$ cat src/rtl/gred_pkg.sv
// Package for the gated rotary encoder decoder: word types of the request and
// response channels, register indexes, register reset values and turn codes.
// Depends on nothing; used by gated_rotary_encoder_decoder_core.
package gred_pkg;

   // Configuration register file.
   localparam int unsigned CSR_DATA_WIDTH = 16;
   localparam int unsigned CSR_ADDR_WIDTH = 1;

   localparam logic [CSR_ADDR_WIDTH-1:0] CSR_ALLOW_TICKS  = 1'd0;
   localparam logic [CSR_ADDR_WIDTH-1:0] CSR_WINDOW_TICKS = 1'd1;

   localparam logic [CSR_DATA_WIDTH-1:0] ALLOW_TICKS_RESET  = 16'd1000;
   localparam logic [CSR_DATA_WIDTH-1:0] WINDOW_TICKS_RESET = 16'd20;

   // Turn codes reported on the response channel.
   localparam logic [1:0] TURN_NONE = 2'd0;
   localparam logic [1:0] TURN_CW   = 2'd1;
   localparam logic [1:0] TURN_CCW  = 2'd2;

   typedef struct packed {
      logic button;
      logic chan_a;
      logic chan_b;
   } req_type;

   typedef struct packed {
      logic       led_on;
      logic [1:0] turn;
      logic       turn_ignored;
   } rsp_type;

endpackage

$ cat src/rtl/gated_rotary_encoder_decoder_core.sv
// Gated quadrature rotary encoder decoder, top level. Depends on gred_pkg.
//
// Usage: each request word carries one sample tick of the push-button and the
// encoder channels A and B. Every request word produces exactly one response
// word with the LED level, the turn reported on that tick and a flag for a
// turn that was dropped because the input window was closed.
// Both channels use valid/ready; a word moves when valid and ready are high
// at the same rising edge. The csr_ port writes allow_ticks (index 0) and
// window_ticks (index 1) whenever csr_we is high; it must only be used while
// no word is in flight.
// Flow: a request word is registered in the input register when accepted,
// and its response word is registered in the response register once that
// register is free; rsp_valid comes from the response register. Throughput
// is one word per cycle while the receiver does not stall; the counter state
// is updated between the two registers.
// Reset (synchronous, active high) empties both registers, closes all windows,
// turns the LED off and restores the register defaults (1000 and 20).
// When the receiver stalls, the response word holds and the input register
// still takes one more word; further words wait with req_ready low.
module gated_rotary_encoder_decoder_core
   import gred_pkg::*;
#(
   parameter int unsigned COUNT_WIDTH = 16
) (
   input  logic                      clock,
   input  logic                      reset,

   input  logic                      req_valid,
   output logic                      req_ready,
   input  req_type                   req_data,

   output logic                      rsp_valid,
   input  logic                      rsp_ready,
   output rsp_type                   rsp_data,

   input  logic                      csr_we,
   input  logic [CSR_ADDR_WIDTH-1:0] csr_addr,
   input  logic [CSR_DATA_WIDTH-1:0] csr_wdata
);

   // Largest value a counter can hold; register values above it saturate.
   localparam logic [31:0] COUNT_MAX = 32'hFFFF_FFFF >> (32 - COUNT_WIDTH);
   localparam logic [COUNT_WIDTH-1:0] COUNT_ONE = COUNT_WIDTH'(1);

   // Configuration registers.
   logic [CSR_DATA_WIDTH-1:0] allow_ticks_ff;
   logic [CSR_DATA_WIDTH-1:0] window_ticks_ff;

   // Input register.
   logic    in_valid_ff;
   req_type in_word_ff;

   // Response register.
   logic    out_valid_ff;
   rsp_type out_word_ff;
   rsp_type out_word_in;

   // Decoder state.
   logic                   last_a_ff, last_a_in;
   logic                   last_b_ff, last_b_in;
   logic                   led_ff, led_in;
   logic [COUNT_WIDTH-1:0] allow_count_ff, allow_count_in;
   logic [COUNT_WIDTH-1:0] cw_count_ff, cw_count_in;
   logic [COUNT_WIDTH-1:0] ccw_count_ff, ccw_count_in;

   logic                   advance;
   logic [COUNT_WIDTH-1:0] allow_load;
   logic [COUNT_WIDTH-1:0] window_load;

   // The input register moves into the response register whenever that
   // register is empty or its word is being taken this cycle.
   assign advance   = in_valid_ff && (!out_valid_ff || rsp_ready);
   assign req_ready = !in_valid_ff || advance;
   assign rsp_valid = out_valid_ff;
   assign rsp_data  = out_word_ff;

   // Window reload values: saturate to the counter range, and treat a zero
   // register as a length of one.
   function automatic logic [COUNT_WIDTH-1:0] load_value(
      input logic [CSR_DATA_WIDTH-1:0] ticks
   );
      logic [31:0] wide;
      wide = 32'(ticks);
      if (wide > COUNT_MAX) begin
         wide = COUNT_MAX;
      end
      if (wide == 32'd0) begin
         wide = 32'd1;
      end
      return wide[COUNT_WIDTH-1:0];
   endfunction

   assign allow_load  = load_value(allow_ticks_ff);
   assign window_load = load_value(window_ticks_ff);

   // One tick of the decoder. All counters first count down, then a press
   // opens the input window, then channel A is handled before channel B, so
   // that a B edge can complete a detent whose CW window A opened on the same
   // tick. A detected turn passes only while the input window is open and
   // then restarts that window.
   always_comb begin
      logic [1:0] detected;
      logic       a_rise;
      logic       b_fall;

      detected = TURN_NONE;
      a_rise   = in_word_ff.chan_a && !last_a_ff;
      b_fall   = !in_word_ff.chan_b && last_b_ff;

      allow_count_in = (allow_count_ff != '0) ? allow_count_ff - COUNT_ONE : '0;
      cw_count_in    = (cw_count_ff != '0) ? cw_count_ff - COUNT_ONE : '0;
      ccw_count_in   = (ccw_count_ff != '0) ? ccw_count_ff - COUNT_ONE : '0;
      led_in         = (allow_count_in == '0) ? 1'b0 : led_ff;

      if (in_word_ff.button) begin
         allow_count_in = allow_load;
         led_in         = 1'b1;
      end

      if (a_rise) begin
         if (ccw_count_in != '0) begin
            detected     = TURN_CCW;
            ccw_count_in = '0;
         end else if (cw_count_in == '0) begin
            cw_count_in = window_load;
         end
      end

      if (b_fall) begin
         if (cw_count_in != '0) begin
            detected    = TURN_CW;
            cw_count_in = '0;
         end else if (ccw_count_in == '0) begin
            ccw_count_in = window_load;
         end
      end

      last_a_in = in_word_ff.chan_a;
      last_b_in = in_word_ff.chan_b;

      out_word_in.turn         = TURN_NONE;
      out_word_in.turn_ignored = 1'b0;
      if (detected != TURN_NONE) begin
         if (allow_count_in != '0) begin
            allow_count_in   = allow_load;
            out_word_in.turn = detected;
         end else begin
            out_word_in.turn_ignored = 1'b1;
         end
      end
      out_word_in.led_on = led_in;
   end

   always_ff @(posedge clock) begin
      if (reset) begin
         allow_ticks_ff  <= ALLOW_TICKS_RESET;
         window_ticks_ff <= WINDOW_TICKS_RESET;
         in_valid_ff     <= 1'b0;
         out_valid_ff    <= 1'b0;
         last_a_ff       <= 1'b0;
         last_b_ff       <= 1'b0;
         led_ff          <= 1'b0;
         allow_count_ff  <= '0;
         cw_count_ff     <= '0;
         ccw_count_ff    <= '0;
      end else begin
         if (csr_we) begin
            unique case (csr_addr)
               CSR_ALLOW_TICKS:  allow_ticks_ff  <= csr_wdata;
               CSR_WINDOW_TICKS: window_ticks_ff <= csr_wdata;
               default: ;
            endcase
         end

         if (req_ready) begin
            in_valid_ff <= req_valid;
         end

         if (advance) begin
            out_valid_ff   <= 1'b1;
            last_a_ff      <= last_a_in;
            last_b_ff      <= last_b_in;
            led_ff         <= led_in;
            allow_count_ff <= allow_count_in;
            cw_count_ff    <= cw_count_in;
            ccw_count_ff   <= ccw_count_in;
         end else if (rsp_ready) begin
            out_valid_ff <= 1'b0;
         end
      end
   end

   // Payload registers carry no reset.
   always_ff @(posedge clock) begin
      if (req_valid && req_ready) begin
         in_word_ff <= req_data;
      end
      if (advance) begin
         out_word_ff <= out_word_in;
      end
   end

endmodule
$ cat config.mk
export PLATFORM = sky130hd
export DESIGN_NAME = gated_rotary_encoder_decoder_core
export DESIGN_NICKNAME = d
export VERILOG_FILES = /design/src/rtl/gred_pkg.sv /design/src/rtl/gated_rotary_encoder_decoder_core.sv
export SDC_FILE = /design/constraint.sdc
export NUM_CORES = 1
export LEC_CHECK = 0
export ABC_CLOCK_PERIOD_IN_PS = 3800
export BUFFER_PORTS_ARGS = -buffer_cell sky130_fd_sc_hd__buf_2
export CORE_MARGIN = 8
export CORE_UTILIZATION = 45
export CTS_CLUSTER_DIAMETER = 150
export DETAILED_ROUTE_END_ITERATION = 12
export SLEW_MARGIN = 10
export SYNTH_ARGS = -nofsm -noshare
export SYNTH_HDL_FRONTEND = slang
export SYNTH_SLANG_ARGS = --single-unit
$ cat constraint.sdc
create_clock -name clock -period 3.8 [get_ports clock]
set_input_delay 0.19 -clock clock [delete_from_list [all_inputs] [get_ports clock]]
set_output_delay 0.19 -clock clock [all_outputs]
set_load 0.02 [all_outputs]
# After elaboration in Yosys (flattened, before gate mapping)
# Index checks and enable logic that the tools add are counted.
# W data, S select, Z words.
[op_classes]
n_mux = 27
bitwise_logic = 1
add_sub_neg = 3
n_reduce_logical = 26
[ops]
columns = ["cell", "n"]
rows = [
  ["$mux W16", 18],
  ["$reduce_bool A16 Y1", 6],
  ["$logic_not A16 Y1", 5],
  ["$sub A16 B1 Y16 const B", 3],
  ["$mux W2", 4],
  ["$reduce_and A2 Y1", 3],
  ["$mux W1", 5],
  ["$logic_and A1 B1 Y1", 4],
  ["$logic_not A1 Y1", 4],
  ["$reduce_bool A2 Y1", 2],
  ["$logic_or A1 B1 Y1", 2],
  ["$not A1 Y1", 1],
]
[word_totals]
in_bits = 25
regBits = 92

# Longest topological paths before layout
# Gate-level depths: netlist (run 1).
[depth]
ltp_word = 11
ltp_mapped = 15
depth_no_buf = 11

# Worst setup path before layout (run 1)
# Ideal clock, no wire load.
[synth_timing]
path_type = "reg2reg"
startpoint = "register ccw_count_ff[12]"
endpoint = "register allow_count_ff[0]"
path_buffers = 2
path_stages_with_launch = 12
setup_time_ns = 0.138
t_arrival_ns = 3.268
setup_slack_ns = 0.394
period_less_slack_ns = 3.406
cell_sequence = "dfxtp_1 > or4_1 > buf_2 > mux2_2 > a311oi_1 > o21ai_1 > or4_4 > or3_4 > a31o_1 > buf_6 > a2111oi_4 > a2111oi_1"
[synth_via]
elab_chain_cells = 10
word_cells_on_any_way = 13
[synth_lines]
columns = ["item", "line_no", "source"]
rows = [
  ["from (decl)", "gated_rotary_encoder_decoder_core.sv:64", "logic [COUNT_WIDTH-1:0] ccw_count_ff, ccw_count_in;"],
  ["from (signal assigned)", "gated_rotary_encoder_decoder_core.sv:186", "ccw_count_ff <= ccw_count_in;"],
  ["$sub A16 B1 Y16 / $reduce_bool A16 Y1 (equally long branches)", "gated_rotary_encoder_decoder_core.sv:112", "ccw_count_in = (ccw_count_ff != '0) ? ccw_count_ff - COUNT_ONE : '0;"],
  ["$mux W16 (*)", "gated_rotary_encoder_decoder_core.sv:112", ""],
  ["$reduce_bool A16 Y1 (*)", "gated_rotary_encoder_decoder_core.sv:121", "if (ccw_count_in != '0) begin"],
  ["$mux W16", "gated_rotary_encoder_decoder_core.sv:121", ""],
  ["$mux W16", "gated_rotary_encoder_decoder_core.sv:120", "if (a_rise) begin"],
  ["$reduce_bool A16 Y1", "gated_rotary_encoder_decoder_core.sv:130", "if (cw_count_in != '0) begin"],
  ["$mux W2", "gated_rotary_encoder_decoder_core.sv:130", ""],
  ["$mux W2 (*)", "gated_rotary_encoder_decoder_core.sv:129", "if (b_fall) begin"],
  ["$reduce_bool A2 Y1 (*)", "gated_rotary_encoder_decoder_core.sv:143", "if (detected != TURN_NONE) begin"],
  ["$mux W16 (*)", "gated_rotary_encoder_decoder_core.sv:143", ""],
  ["to (signal assigned)", "gated_rotary_encoder_decoder_core.sv:184", "allow_count_ff <= allow_count_in;"],
  ["to (decl)", "gated_rotary_encoder_decoder_core.sv:62", "logic [COUNT_WIDTH-1:0] allow_count_ff, allow_count_in;"],
]
# Every way passes the cells marked *; elsewhere a longest branch is shown, timed or not.
# A chain may end at the register's enable or synchronous reset.

# Final worst setup path (run 1)
[layout_timing]
startpoint = "register allow_count_ff[0]"
endpoint = "register allow_count_ff[15]"
[layout_via]
elab_chain_cells = 6
word_cells_on_any_way = 7
[layout_lines]
columns = ["item", "line_no", "source"]
rows = [
  ["$sub A16 B1 Y16 / $reduce_bool A16 Y1 (equally long branches)", "gated_rotary_encoder_decoder_core.sv:110", "allow_count_in = (allow_count_ff != '0) ? allow_count_ff - COUNT_ONE : '0;"],
  ["$mux W16 (*)", "gated_rotary_encoder_decoder_core.sv:110", ""],
  ["$mux W16 (*)", "gated_rotary_encoder_decoder_core.sv:115", "if (in_word_ff.button) begin"],
  ["$reduce_bool A16 Y1", "gated_rotary_encoder_decoder_core.sv:144", "if (allow_count_in != '0) begin"],
  ["$mux W16", "gated_rotary_encoder_decoder_core.sv:144", ""],
  ["$mux W16 (*)", "gated_rotary_encoder_decoder_core.sv:143", ""],
]
# Marked as above.

==> flow_metrics.env, run 1 <==
export IMPL_status="complete, no violations"
export IMPL_rows=41
export IMPL_grt_pass1_vias=5297
export IMPL_cpMaxStageDelayCell="or3b_2"
export IMPL_leakagePower_nw=2.44
export IMPL_finalHoldViolCount=0
export IMPL_critical_path_class="flip-flop to flip-flop"
export IMPL_hold_buffers=0
export IMPL_pre_cts_ws_ps=52.6
export IMPL_synth_mux_area_share_pct=1.45
export IMPL_cp_required_ps=4050
export IMPL_synth_area_um2=5710
export IMPL_fin_crit_ps=3630
export IMPL_yosys_area_share_xor_xnor_pct=3.37
export IMPL_clock_sinks=92
export IMPL_grt_ovfl_total=0
export IMPL_synth_compound_area_share_pct=25.1
export IMPL_setup_tns_final_ps=0
export IMPL_vias=5800
export IMPL_clock_path_buffers=2
export IMPL_tightest_slew_ps=1090
export IMPL_drive_gt1_share_pct=14.5
export IMPL_drt_initial_drc_count=514
export IMPL_cts_made_buffers=9
export IMPL_clk_pin_slew_ps=70
export IMPL_clock_fmax_ghz=0.275
export IMPL_yosys_top_cells_count="nand2_1 (102), dfxtp_1 (85), a21oi_1 (72)"
export IMPL_drtAntennaViolNets=0
export IMPL_peakVddDrop_v=0.000704
export IMPL_clock_root_buffer="clkbuf_16"
export IMPL_dieHeight_um=129
export IMPL_seq_area_frac_synth_pct=33.5
export IMPL_stdcell_count=952
export IMPL_cts_resized=0
export IMPL_area_delta_synth_final_pct=14.4
export IMPL_fill_cells=1254
export IMPL_htree_num_levels=3
export IMPL_end_kind="flip-flop"
export IMPL_whs_ps=12.2
export IMPL_cts_setup_buffers=0
export IMPL_grt_usage_pct=20.9
export IMPL_place_gp_congestion=0.944
export IMPL_drt_pass1_iter_count=5
export IMPL_arrival_ps=3880
export IMPL_ys_ff_latch=92
export IMPL_drc=0
export IMPL_finalWorstSetupSlack_ps=170
export IMPL_total_power_mw=5.15
export IMPL_async_reset_ff_share_pct=0
export IMPL_synth_edf_count=7
export IMPL_ios=31
export IMPL_grt_start_max_net_pins=62
export IMPL_synth_fa_ha_area_share_pct=0.657
export IMPL_cap_violations=0
export IMPL_setup_violations=0
export IMPL_path_cells="inv_1 -> ha_1 -> or3b_2 -> o41ai_2 -> a21boi_1 -> o2111a_1 -> o211ai_1 -> o32ai_1 -> a31o_1 -> nand2_2 -> o311ai_0"
export IMPL_diodes=0
export IMPL_die_area_um2=16600
export IMPL_rsz0062_at_grt="no"
export IMPL_yosys_cell_count_top_type="nand2_1"
export IMPL_synth_top_family_by_area="simple AND/OR/NAND/NOR gates"
export IMPL_num_nets_final=803
export IMPL_synth_nets=780
export IMPL_yosysUniqueCellTypes=75
export IMPL_synth_top_area_cell="dfxtp_1"
export IMPL_synth_simple_gate_area_share_pct=30.1
export IMPL_path_max_fanout=11
export IMPL_place_detailed_hpwl_um=12000
export IMPL_antenna_found_initial=0
export IMPL_cts_tree="built"
export IMPL_place_port_buffers=30
export IMPL_ys_flop_type="dfxtp_1"
export IMPL_hp_class="input pin to flip-flop"
export IMPL_viasPerCell=6.09
export IMPL_skew_ps=8.98
export IMPL_start_util_pct=45.6
export IMPL_synth_top_area_share_pct=29.8
export IMPL_synth_area_per_cell_um2=7.59
export IMPL_place_inst=936
export IMPL_yosys_warnings=0
export IMPL_die_w_um=129
export IMPL_clkLatencyLatePin_ps=350
export IMPL_routed_wl_um=17100
export IMPL_slew_headroom_pct=27.4
export IMPL_slew_violations=0
export IMPL_wl_per_cell_um=18.0
export IMPL_synth_cells=752
export IMPL_core_area_um2=12500
export IMPL_worstSetupStartpointType="flip-flop"
export IMPL_power_density_nw_per_um2=789
export IMPL_final_period_utilization_pct=95.5
export IMPL_grt_pass1_wl_um=27900
export IMPL_slowest_delay_ps=580
export IMPL_netlist_top_cells_area="dfxtp_1 (30%), nand2_1 (6.7%), a21oi_1 (6.3%)"
==> per-layer routing <==
metal  routed length, µm  vias up  track usage, %
li1                    -     2819               -
met1                8130     2730            30.5
met2                7290      220            30.7
met3                1330       31            3.60
met4                 345        0            6.22
met5                   0        -               0
==> state kept, by name, indices dropped and copies added (netlist names), 4 cells and up <==
signal           count
cw_count_ff         16
window_ticks_ff     16
rsp_data             4
ccw_count_ff        16
allow_ticks_ff      16
allow_count_ff      16
==> worst paths after layout <==
path	slack [ps]	cells past startpoint	from	end
setup / recovery	170	11	allow_count_ff[0]	allow_count_ff[15]
hold / removal	10	1	req_data[2]	in_word_ff[2]
setup reg to reg	170	11	allow_count_ff[0]	allow_count_ff[15]
hold reg to reg	460	2	window_ticks_ff[0]	window_ticks_ff[0]
==> per-stage QoR <==
stage | util (%) | instance area (µm²)
6_report | 52.2 | 6530
2_1_floorplan | - | 5710
3_5_place_dp | 49.4 | 6190
5_1_grt | 52.2 | 6530
3_3_place_gp | 49.4 | 6180
4_1_cts | 52.0 | 6510
==> layout make-up <==
type | instances | area [µm²] | area share [%]
Clock buffer | 11 | 264 | 4.04
Clock inverter | 5 | 61.3 | 0.939
Multi-Input combinational cell | 577 | 3500 | 53.6
Tap cell | 172 | 215 | 3.30
Sequential cell | 92 | 1910 | 29.3
Timing Repair Buffer | 76 | 508 | 7.78
Inverter | 19 | 71.3 | 1.09
==> report_power, final <==
part | internal (mW) | switching (mW)
clock network | 0.575 | 0.417
registers | 1.10 | 0.185
logic | 1.31 | 1.57
total | 2.98 | 2.17
==> cell usage in the layout (no fill, tap or decap), types with 10 or more instances in the layout <==
cell type and instances:
nand3b_1 12, nor2_1 61, xor2_1 10, xnor2_1 12
a211o_1 10, a21oi_1 72, inv_1 18, nand3_1 17
nor3_1 41, clkbuf_16 10, buf_4 45, dfxtp_1 85
nand2_1 101, or3_1 19, o21ai_0 19, buf_2 30
o31ai_1 17, nor4_1 19, a211oi_1 18
==> worst max-delay path: cells and delay by family, from the launching register on <==
kind | cells | cell delay, ps
AOI/OAI and AO/OA | 7 | 1940
adders and majority gates | 1 | 260
buffers and inverters | 1 | 120
DFF | 1 | 370
and+or+nand+nor | 2 | 820
==> cell families after synthesis <==
| logic type | after synthesis |
|---|---|
| compound gates | 208 |
| xor+xnor | 22 |
| fa+ha+maj | 3 |
| buf+inv | 83 |
| flops | 92 |
| mux | 8 |
| simple gates | 336 |
(Power assumes the default switching activity.)
==> run 2, diff against run 1 <==
--- a/config.mk
+++ b/config.mk
@@ -6,7 +6,7 @@
 export NUM_CORES = 1
 export LEC_CHECK = 0
 export ABC_CLOCK_PERIOD_IN_PS = 3800
-export BUFFER_PORTS_ARGS = -buffer_cell sky130_fd_sc_hd__buf_2
+export BUFFER_PORTS_ARGS = -buffer_cell sky130_fd_sc_hd__buf_4
 export CORE_MARGIN = 8
 export CORE_UTILIZATION = 45
 export CTS_CLUSTER_DIAMETER = 150
==> flow_metrics.env, run 2 (synthesis results as in run 1) <==
export IMPL_status="complete, no violations"
export IMPL_htree_num_levels=3
export IMPL_slowest_delay_ps=580
export IMPL_total_power_mw=4.97
export IMPL_path_cells="inv_1 -> ha_1 -> or3b_2 -> o41ai_2 -> a21boi_1 -> o2111a_1 -> o211ai_1 -> o32ai_1 -> a31oi_2 -> buf_4 -> a2111oi_0 -> a211oi_1"
export IMPL_slew_violations=0
export IMPL_viasPerCell=6.07
export IMPL_clock_fmax_ghz=0.282
export IMPL_setup_tns_final_ps=0
export IMPL_area_delta_synth_final_pct=13.4
export IMPL_setup_violations=0
export IMPL_antenna_found_initial=0
export IMPL_cts_setup_buffers=0
export IMPL_drtAntennaViolNets=0
export IMPL_cts_made_buffers=9
export IMPL_ios=31
export IMPL_fin_crit_ps=3550
export IMPL_rows=41
export IMPL_cp_required_ps=4020
export IMPL_grt_usage_pct=21.6
export IMPL_hp_class="input pin to flip-flop"
export IMPL_start_util_pct=45.6
export IMPL_cpMaxStageDelayCell="or3b_2"
export IMPL_die_area_um2=16600
export IMPL_die_w_um=129
export IMPL_cap_violations=0
export IMPL_wl_per_cell_um=18.2
export IMPL_grt_ovfl_total=0
export IMPL_clk_pin_slew_ps=70
export IMPL_power_density_nw_per_um2=768
export IMPL_worstSetupStartpointType="flip-flop"
export IMPL_final_common_cell="nand2_1"
export IMPL_rsz0062_at_grt="no"
export IMPL_drt_pass1_iter_count=6
export IMPL_drive_gt1_share_pct=12.6
export IMPL_path_max_fanout=13
export IMPL_drc=0
export IMPL_dieHeight_um=129
export IMPL_critical_path_class="flip-flop to flip-flop"
export IMPL_leakagePower_nw=2.40
export IMPL_vias=5713
export IMPL_slew_headroom_pct=37.6
export IMPL_peakVddDrop_v=0.000559
export IMPL_num_nets_final=792
export IMPL_place_gp_congestion=0.872
export IMPL_skew_ps=10.0
export IMPL_fill_cells=1287
export IMPL_final_period_utilization_pct=93.4
export IMPL_grt_start_max_net_pins=90
export IMPL_whs_ps=14.7
export IMPL_tightest_slew_ps=936
export IMPL_clock_path_buffers=2
export IMPL_drt_initial_drc_count=435
export IMPL_grt_pass1_vias=5428
export IMPL_core_area_um2=12500
export IMPL_place_port_buffers=30
export IMPL_clkLatencyLatePin_ps=360
export IMPL_placement_cell_area_um2=6150
export IMPL_routed_wl_um=17200
export IMPL_finalHoldViolCount=0
export IMPL_place_detailed_hpwl_um=12200
export IMPL_final_cell_mix="nand2_1 (101), dfxtp_1 (85), a21oi_1 (72)"
export IMPL_diodes=0
export IMPL_clock_root_buffer="clkbuf_16"
export IMPL_end_kind="flip-flop"
export IMPL_finish_instance_area_um2=6470
export IMPL_grt_pass1_wl_um=28500
export IMPL_cts_tree="built"
export IMPL_clock_sinks=92
export IMPL_arrival_ps=3770
==> run 2: worst max-delay path, delay by kind of cell (launching register included) <==
family	cells	cell delay (ps)
buffers and inverters	2	310
adder cells (fa/ha/maj)	1	250
AO/OA/AOI/OAI	8	1920
flip-flops	1	350
AND/OR/NAND/NOR	1	580
==> run 2: path summary, 6_finish.rpt <==
| kind | slack [ps] | to | start | cells after the start |
|---|---|---|---|---|
| setup / recovery | 250 | allow_count_ff[2] | allow_count_ff[0] | 12 |
| hold / removal | 10 | last_a_in | req_data[1] | 1 |
| setup reg to reg | 250 | allow_count_ff[2] | allow_count_ff[0] | 12 |
| hold reg to reg | 470 | allow_ticks_ff[12] | allow_ticks_ff[12] | 2 |
==> run 2: through the flow <==
step / utilization (%) / setup slack, ps / std cells
CTS: 51.6 / 200 / 941
global route: 51.7 / 13.1 / 941
floorplan: - / 394 / 752
finish: 51.7 / 249 / 941
detailed placement: 49.2 / 259 / 924
global placement: 49.2 / 329 / 924
==> run 2: what timing repair did <==
item,CTS,global route
hold buffers,1,0
endpoints found under the hold margin,1,0
setup endpoints to repair,0,12
gates resized for setup,0,4
==> run 2: layer usage <==
metal,up-vias,global-route usage [%],wire (µm)
met5,-,0,0
met4,0,8.22,344
met3,27,4.39,1190
met2,191,31.8,7470
met1,2694,30.4,8160
li1,2801,-,-
==> run 2: final cells by class <==
class,count,area [µm²],share of cell area [%]
Tap cell,172,215,3.32
Timing Repair Buffer,65,490,7.57
Clock inverter,5,46.3,0.715
Multi-Input combinational cell,577,3490,53.8
Inverter,19,71.3,1.10
Clock buffer,11,254,3.92
Sequential cell,92,1910,29.5
==> run 2: report_power, final <==
group / internal (mW) / switching [mW] / total, mW
clock network: 0.498 / 0.424 / 0.922
registers: 1.10 / 0.186 / 1.28
logic: 1.21 / 1.56 / 2.76
==> run 3, diff against run 2 <==
--- a/config.mk
+++ b/config.mk
@@ -7,8 +7,10 @@
 export LEC_CHECK = 0
 export ABC_CLOCK_PERIOD_IN_PS = 3800
 export BUFFER_PORTS_ARGS = -buffer_cell sky130_fd_sc_hd__buf_4
+export CORE_ASPECT_RATIO = 1.2
 export CORE_MARGIN = 8
 export CORE_UTILIZATION = 45
+export CTS_BUF_LIST = sky130_fd_sc_hd__clkbuf_2 sky130_fd_sc_hd__clkbuf_4 sky130_fd_sc_hd__clkbuf_8
 export CTS_CLUSTER_DIAMETER = 150
 export DETAILED_ROUTE_END_ITERATION = 12
 export SLEW_MARGIN = 10
==> flow_metrics.env, run 3 (synthesis results as in run 1) <==
export IMPL_status="complete, no violations"
export IMPL_tightest_slew_ps=915
export IMPL_hp_class="input pin to flip-flop"
export IMPL_drive_gt1_share_pct=12.5
export IMPL_drtAntennaViolNets=0
export IMPL_clk_pin_slew_ps=110
export IMPL_grt_pass1_wl_um=27700
export IMPL_worst_path_buf_inv=1
export IMPL_path_cells="nor4_1 -> buf_4 -> a41oi_1 -> a311oi_2 -> o21ai_1 -> or4_4 -> or3_4 -> a31o_1 -> a2111oi_4 -> a2111oi_1"
export IMPL_finalHoldViolCount=0
export IMPL_cpMaxStageDelayCell="or4_4"
export IMPL_drt_initial_drc_count=440
export IMPL_hp_start="csr_wdata[7]"
export IMPL_grt_ovfl_total=0
export IMPL_grt_start_max_net_pins=90
export IMPL_rsz0062_at_grt="no"
export IMPL_start_util_pct=45.7
export IMPL_ios=31
export IMPL_slew_violations=0
export IMPL_drc=0
export IMPL_final_period_utilization_pct=95.2
export IMPL_setup_violations=0
export IMPL_vias=5695
export IMPL_rows=45
export IMPL_setup_tns_final_ps=0
export IMPL_dieHeight_um=139
export IMPL_place_inst=911
export IMPL_area_delta_synth_final_pct=11.7
export IMPL_fill_cells=1231
export IMPL_total_power_mw=4.64
export IMPL_arrival_ps=3840
export IMPL_peakVddDrop_v=0.000337
export IMPL_r2r_start="ccw_count_ff[3]"
export IMPL_final_common_cell="nand2_1"
export IMPL_clkLatencyLatePin_ps=380
export IMPL_cap_violations=0
export IMPL_core_area_um2=12500
export IMPL_hold_path_end="allow_ticks_ff[7]"
export IMPL_clock_fmax_ghz=0.276
export IMPL_hold_depth=2
export IMPL_cts_made_buffers=9
export IMPL_htree_num_levels=3
export IMPL_power_density_nw_per_um2=727
export IMPL_r2r_end="allow_count_ff[0]"
export IMPL_cp_required_ps=4030
export IMPL_drt_pass1_iter_count=5
export IMPL_stdcell_count=930
export IMPL_clock_sinks=92
export IMPL_leakagePower_nw=2.34
export IMPL_finish_instance_area_um2=6380
export IMPL_grt_usage_pct=20.3
export IMPL_fin_crit_ps=3620
export IMPL_viasPerCell=6.12
export IMPL_num_nets_final=789
export IMPL_worstSetupStartpointType="flip-flop"
export IMPL_diodes=0
export IMPL_cts_setup_buffers=0
export IMPL_placement_cell_area_um2=6130
export IMPL_skew_ps=16.5
export IMPL_worst_r2r_setup_slack_ps=180
export IMPL_r2r_cells=10
export IMPL_wl_per_cell_um=18.4
export IMPL_final_cell_mix="nand2_1 (101), dfxtp_1 (85), a21oi_1 (72)"
export IMPL_critical_path_class="flip-flop to flip-flop"
export IMPL_crit_family="compound AO/OA/AOI/OAI gates"
export IMPL_clock_root_buffer="clkbuf_8"
export IMPL_place_port_buffers=30
export IMPL_cts_tree="built"
export IMPL_die_area_um2=16600
export IMPL_routed_wl_um=17100
export IMPL_clock_path_buffers=2
export IMPL_place_gp_congestion=0.921
export IMPL_die_w_um=119
export IMPL_place_detailed_hpwl_um=12200
export IMPL_path_max_fanout=12
export IMPL_slowest_delay_ps=560
export IMPL_grt_pass1_vias=5233
export IMPL_path_depth=10
export IMPL_end_kind="flip-flop"
export IMPL_antenna_found_initial=0
export IMPL_slew_headroom_pct=39.0
==> run 3: through the flow <==
step / setup slack, ps / utilization [%] / hold WS [ps]
floorplan: 394 / - / 289
detailed placement: 151 / 49.0 / 369
global placement: 194 / 49.0 / 369
CTS: 127 / 50.8 / 7.00
global route: 12.8 / 51.0 / 16.8
finish: 181 / 51.0 / 18.2
==> run 3: worst max path at each step <==
stage / from / to / slack [ps]
global route: ccw_count_ff[3] / allow_count_ff[0] / 10
CTS: ccw_count_ff[3] / allow_count_ff[0] / 130
finish: ccw_count_ff[3] / allow_count_ff[0] / 180
detailed placement: ccw_count_ff[3] / allow_count_ff[0] / 150
floorplan: ccw_count_ff[12] / allow_count_ff[0] / 390
global placement: ccw_count_ff[3] / allow_count_ff[0] / 190
==> run 3: routing by layer <==
| layer | GRT usage [%] | vias up | share of wire (%) |
|---|---|---|---|
| li1 | - | 2784 | - |
| met1 | 27.0 | 2734 | 46 |
| met2 | 33.3 | 152 | 48 |
| met3 | 2.27 | 25 | 4.5 |
| met4 | 6.80 | 0 | 1.9 |
| met5 | 0 | - | 0 |
==> run 3: report_power, final <==
part	total [mW]	leakage, nW	internal [mW]	switching, mW
logic	2.68	1.48	1.16	1.51
registers	1.30	0.763	1.10	0.204
clock network	0.659	0.0960	0.255	0.404
total	4.64	2.34	2.52	2.12
==> run 3: area by class of cell <==
cell class,instances,area [µm²],area share (%)
multi-input cells,577,3500,54.9
flip-flops and latches,92,1910,30.0
repair buffers,62,498,7.81
well taps,164,205,3.22
clock buffers,9,124,1.94
inverters,19,71.3,1.12
clock inverters,7,63.8,1.00
==> run 3: what timing repair did <==
action	4_1_cts	5_1_grt
setup endpoints to repair	0	8
resized for setup	0	5
hold endpoints to repair	3	0
hold buffers	3	0
